===== src/rtl/smad_pkg.sv =====
// ============================================================================
// smad_pkg
// Shared constants and types for the sliding median absolute deviation block.
// ============================================================================
package smad_pkg;
    localparam int MAX_WINDOW_DEF   = 64;
    localparam int SAMPLE_WIDTH_DEF = 16;
    localparam int KW               = 7;
    localparam int COST_W           = 21;
    localparam logic [KW-1:0] WINDOW_RESET = 7'd8;

    typedef enum logic [1:0] {
        ST_IDLE,
        ST_REMOVE,
        ST_INSERT,
        ST_SUM
    } smad_state_t;

    typedef struct packed {
        logic remove;
        logic insert;
        logic clear;
    } smad_cell_ctl_t;
endpackage


===== src/rtl/smad_cell.sv =====
// ============================================================================
// smad_cell
// One sorted-row cell: removes or inserts a value by comparing with the key
// and its left neighbor's flags, taking data from a neighbor or the key.
// ============================================================================
module smad_cell
    import smad_pkg::*;
#(
    parameter int SW = SAMPLE_WIDTH_DEF
) (
    input  logic           aclk,
    input  smad_cell_ctl_t ctl,
    input  logic [SW-1:0]  key,
    input  logic [SW-1:0]  left_val,
    input  logic           left_match,
    input  logic           left_gt,
    input  logic [SW-1:0]  right_val,
    input  logic           occupied,
    output logic [SW-1:0]  val,
    output logic           match_out,
    output logic           gt_out
);
    logic [SW-1:0] val_reg;
    logic [SW-1:0] val_next;
    logic          my_match;
    logic          my_gt;

    assign my_match  = occupied && (val_reg == key);
    assign match_out = left_match || my_match;
    assign my_gt     = occupied && (val_reg > key);
    assign gt_out    = my_gt;
    assign val       = val_reg;

    always_comb begin
        val_next = val_reg;
        if (ctl.remove) begin
            if (match_out) val_next = right_val;
        end else if (ctl.insert) begin
            if (left_gt) val_next = left_val;
            else if (my_gt || !occupied) val_next = key;
        end
    end

    always_ff @(posedge aclk) begin
        val_reg <= val_next;
    end
endmodule


===== config.mk =====
export PLATFORM = sky130hd
export DESIGN_NAME = smad_cell
export DESIGN_NICKNAME = d
export VERILOG_FILES = /design/src/rtl/smad_pkg.sv /design/src/rtl/smad_cell.sv
export SDC_FILE = /design/constraint.sdc
export NUM_CORES = 1
export LEC_CHECK = 0
export ABC_AREA = 1
export BUFFER_PORTS_ARGS = -buffer_cell sky130_fd_sc_hd__buf_2
export CORE_AREA = 2 2 58 60
export DETAILED_ROUTE_END_ITERATION = 8
export DIE_AREA = 0 0 60 62
export PLACE_DENSITY = 0.88
export SYNTH_ARGS = -nofsm -noshare
export SYNTH_HDL_FRONTEND = slang
export SYNTH_SLANG_ARGS = --single-unit

===== constraint.sdc =====
create_clock -name aclk -period 2.55 [get_ports aclk]
set_input_delay 0.3825 -clock aclk [delete_from_list [all_inputs] [get_ports aclk]]
set_output_delay 0.3825 -clock aclk [all_outputs]
set_load 0.03 [all_outputs]

==> metrics, run 1 <==
CTS tree=done; Setup crit end kind=primary output; commonest non-fill, non-tap cell in the layout=buf_2; initial DRC count=31; final setup fails=0; CP Class=reg -> out; vias post-DR=1281; Pwr Total=755 uW; initial antenna violation count=0; reg2reg end=val[4]; Net Count, Synth=230; post-place setup slack=0.536 ns; register area=480 sq um; RSZ-0062 raised after global routing=no; final worst-path cycle share=0.862; Num CTS Buffers=3; drt wl/cell=10.8 microns; fill count=319; YS warnings=0; Max Cap Viol=0; clk slew on worst S/H paths=0.10 ns; maximum vdd drop=226 uV; top-area cell type share of the netlist area=0.363; Max stage delay on crit path=0.40 ns; Die ar.=3720 sq um; io pins=73; Post-CTS Hold Fix Bufs=0; Req. time, crit path=2.17 ns; DRC=0; Final ANT Viol Nets=0; critical path's top delay family=simple AND/OR/NAND/NOR gates; Netlist cell types=21; Max-slew headroom=0.676; crit-path max FO=3; share of cells above drive strength 1=0.365; CTS Buffer Depth=2; final wirelength=2.99 mm; Worst Skew=0.00456 ns; final hold vios=0; via/cell ratio=4.64; largest cells by area after synthesis=edfxtp_1 36%, ha_1 15%, nand2_1 11%; Overflow after GRT=0; Max Slew Vio Count=0; critical path's most frequent cell=nand2_1; row cnt=21; DRT Pass-1 Iters=4; worst-margin pin slew=0.485 ns; diodes inserted=0; synthesized area=1330 sq um; final worst path period need=2.20 ns; critical path depth in cells=10; FMAX=455 MHz; max FFs per register=16; Critical-path top delay cell=edfxtp_1; Initial Util=0.417; hold endpoint=val[10]; first-pass GRT wire length=4.84 mm; Sink Count=16; Buffers on Ports=71; syn avg cell area=8.33 sq um; Bufs and invs on worst path=2; post-CTS setup buffer count=0; area occupied by multi-input gates=709 sq um; status=completed; synthesized flop and latch total=16; sequential-to-total area share from yosys stat=0.363; core area=3180 sq um; WHS Path Cells=2; Cell Chain, Critical Path=ha_1 -> nand2_1 -> nor2_2 -> nand2_1 -> inv_2 -> nand2_1 -> nand2_1 -> nand2_1 -> nor2_1 -> buf_2; H-tree levels=1; CP startpoint kind=flip-flop; GP Congestion=0.699; vias in the first global route=1178; clk_lat worst skew=0.29 ns; Mapped Cells=159; Die Wd=60 microns; largest net degree at the start of global routing=30; worst reg2reg path startpoint=val[15]; commonest non-fill, non-tap cells in the layout=71 x buf_2, 39 x nand2_1, 23 x inv_1; Total GRT Usage=0.174; Layout area overhead=31.4%; HPWL after DPL=2.41 mm; Reg2Reg Depth=10; Root Buffer=clkbuf_4; dominant cell type by area after synthesis=edfxtp_1; Hold Crit Class=in -> reg; Power Dens Cells=433 nW/um^2; setup TNS=0 ns; setup ws final=0.351 ns; Die H=62 microns; Leak=0.914 nW; Post-CTS Resized=0; Hold Path Origin=right_val[10]; Final nets=303; Worst R2R Setup Slack=0.66 ns; CP arrival=1.82 ns
## cell type report
type,count,share of cell area
multi-input combinational,112,0.407
sequential,16,0.276
timing repair buffer,74,0.217
inverter,25,0.0539
tap,46,0.0330
clock buffer,3,0.0129
## how the worst max path moves through the flow
stage | startpoint | slack [ns] | endpoint
CTS | val[15] | 0.32 | gt_out
global route | val[11] | 0.20 | gt_out
global placement | key[15] | 0.55 | val[5]
finish | val[15] | 0.35 | gt_out
detailed placement | key[15] | 0.54 | val[4]
floorplan | val[7] | 0.30 | val[0]
## cell usage after synthesis (all sizes together)
library cell and number:
a21o 1, a21oi 13, buf 5, clkbuf 1, edfxtp 16, ha 16
inv 25, nand2 39, nand3 3, nand4 1, nor2 10, nor3 1
o211ai 13, o21a 13, o21ai 1, or2 1
## worst reg2reg max path: cells and delay by family, from the launching register on
| kind | cells | cell delay [ns] |
|---|---|---|
| fa+ha+maj | 1 | 0.30 |
| buf+inv | 2 | 0.26 |
| compound gates | 1 | 0.12 |
| simple gates | 6 | 0.52 |
| flops | 1 | 0.40 |
## power by group
group	leakage, nW	total [mW]	internal (mW)	switching, mW
registers	0.156	0.335	0.323	0.0121
clock network	0.0138	0.137	0.0549	0.0822
logic	0.745	0.283	0.112	0.171
total	0.914	0.755	0.490	0.265
## through the flow
stage                     cells  hold slack (ns)  area (sq um)   util
final                       276            0.357          1740  0.548
after global routing        276            0.361          1740  0.548
after CTS                   276            0.355          1740  0.548
after detailed placement    273            0.658          1720  0.541
after global placement      273            0.658          1720  0.541
after floorplan             159            0.569          1330      -
## kinds of logic after synthesis
| logic type | count (synthesis) | synth area share |
|---|---|---|
| and+or+nand+nor | 55 | 0.176 |
| AOI/OAI and AO/OA | 41 | 0.209 |
| buffers and inverters | 31 | 0.102 |
| adders and majority gates | 16 | 0.151 |
| DFF | 16 | 0.363 |
## metal layers
| layer | share of wire | wire, microns | global-route usage | vias up |
|---|---|---|---|---|
| met4 | 0.015 | 46 | 0.0667 | 0 |
| met1 | 0.46 | 1390 | 0.216 | 554 |
| li1 | - | - | - | 684 |
| met2 | 0.48 | 1430 | 0.317 | 38 |
| met3 | 0.043 | 129 | 0.0104 | 5 |
| met5 | 0 | 0 | 0 | - |
Note: power is estimated with default switching activity, not from simulation.
==> inputs of run 2 (changes only) <==
CTS_CLUSTER_SIZE = 25   (was not set)
clock period = 2.4 ns   (was 2.55 ns; I/O delays follow)
==> metrics, run 2 (synthesis results as in run 1) <==
status=completed; WHS Path Cells=2 (unchanged); Setup crit end kind=primary output; Layout area overhead=30.9%; io pins=73 (unchanged); Die Wd=60 microns (unchanged); largest net degree at the start of global routing=32 (+6.7%); Max-slew headroom=0.633 (-0.0436); final worst-path cycle share=0.911; initial DRC count=36 (+16%); Final nets=302 (-0.33%); H-tree levels=1 (unchanged); share of cells above drive strength 1=0.362 (-0.00277); Overflow after GRT=0 (unchanged); GP Congestion=0.703 (+0.56%); Req. time, crit path=2.04 ns (-0.13 ns); Power Dens Cells=462 nW/um^2 (+6.5%); CP Class=reg -> out; first-pass GRT wire length=5.00 mm (+3.4%); dpl cells=272 (-0.37%); final worst path period need=2.19 ns; commonest non-fill, non-tap cell in the layout=buf_2; Die ar.=3720 sq um (unchanged); final wirelength=3.05 mm (+1.9%); Num CTS Buffers=3 (unchanged); Root Buffer=clkbuf_4; clk_lat worst skew=0.29 ns (about the same); Reg2Reg Depth=10 (unchanged); register area=480 sq um (unchanged); clk slew on worst S/H paths=0.09 ns (about the same); setup TNS=0 ns (unchanged); FMAX=458 MHz; Leak=0.909 nW (-0.53%); Die H=62 microns (unchanged); final setup fails=0 (unchanged); core area=3180 sq um (unchanged); Max Slew Vio Count=0 (unchanged); vias in the first global route=1217 (+3.3%); worst-margin pin slew=0.551 ns (+0.0661 ns); Total GRT Usage=0.181 (+0.00752); hold endpoint=val[9]; DRC=0 (unchanged); max FFs per register=16 (unchanged); CTS tree=done; Final ANT Viol Nets=0 (unchanged); post-CTS setup buffer count=0 (unchanged); via/cell ratio=4.72 (+1.7%); row cnt=21 (unchanged); Hold Crit Class=in -> reg; Buffers on Ports=71 (unchanged); Sink Count=16 (unchanged); Worst R2R Setup Slack=0.51 ns (-0.15 ns); crit-path max FO=3 (unchanged); RSZ-0062 raised after global routing=no; DRT Pass-1 Iters=4 (unchanged); worst reg2reg path startpoint=val[14]; drt wl/cell=11.1 microns (+2.3%); vias post-DR=1298 (+1.3%); Final Non-Filler Cells=275 (-0.36%); final hold slack=0.333 ns (-0.0246 ns); Initial Util=0.417 (unchanged); Post-CTS Resized=0 (unchanged); final hold vios=0 (unchanged); fill count=316 (-0.94%); HPWL after DPL=2.45 mm (+1.6%); Post-CTS Hold Fix Bufs=0 (unchanged); Worst Skew=0.00345 ns (-0.00111 ns); initial antenna violation count=0 (unchanged); commonest non-fill, non-tap cells in the layout=71 x buf_2, 39 x nand2_1, 23 x inv_1; area occupied by multi-input gates=709 sq um (unchanged); reg2reg end=val[4]; Max Cap Viol=0 (unchanged); diodes inserted=0 (unchanged); CTS Buffer Depth=2 (unchanged); CP startpoint kind=flip-flop; maximum vdd drop=266 uV (+18%); Pwr Total=800 uW (+6.0%); Hold Path Origin=right_val[9]; CP arrival=1.83 ns (about the same)
run 2: per-layer routing:
metal / global-route usage / wire length [microns]
met2: 0.329 / 1500
met5: 0 / 0
met4: 0.0762 / 56
met1: 0.219 / 1320
met3: 0.0186 / 166
run 2: power breakdown:
| group | switching [mW] | total [mW] | internal (mW) |
|---|---|---|---|
| clock | 0.0860 | 0.145 | 0.0585 |
| sequential | 0.0131 | 0.356 | 0.343 |
| combinational | 0.182 | 0.300 | 0.118 |
| total | 0.281 | 0.800 | 0.520 |
run 2: critical path, cell delays in order, from the launching register on:
cell and delay (ns):
edfxtp_1 0.42, ha_1 0.29, nand2_1 0.07, nor2_2 0.14, nand2_1 0.09, inv_2 0.07, nand2_1 0.05, nand2_1 0.05
nand2_1 0.07, nor2_1 0.09, buf_2 0.21
run 2: worst max path at each step:
| stage | from | endpoint |
|---|---|---|
| floorplan | val[7] | val[0] |
| global placement | key[15] | val[10] |
| detailed placement | key[15] | val[6] |
| CTS | val[14] | gt_out |
| global route | val[14] | gt_out |
| finish | val[14] | gt_out |
run 2: layout make-up:
cell class              count  share of cell area
repair buffers             73               0.214
flip-flops and latches     16               0.277
inverters                  25              0.0541
clock buffers               3              0.0130
multi-input cells         112               0.409
well taps                  46              0.0332
run 2: stage by stage:
| stage | utilization | setup WS, ns | cell area, sq um |
|---|---|---|---|
| 5_1_grt | 0.545 | 0.0614 | 1730 |
| 3_3_place_gp | 0.538 | 0.426 | 1710 |
| 3_5_place_dp | 0.538 | 0.418 | 1710 |
| 4_1_cts | 0.545 | 0.198 | 1730 |
| 6_report | 0.545 | 0.214 | 1730 |
| 2_1_floorplan | - | 0.154 | 1330 |
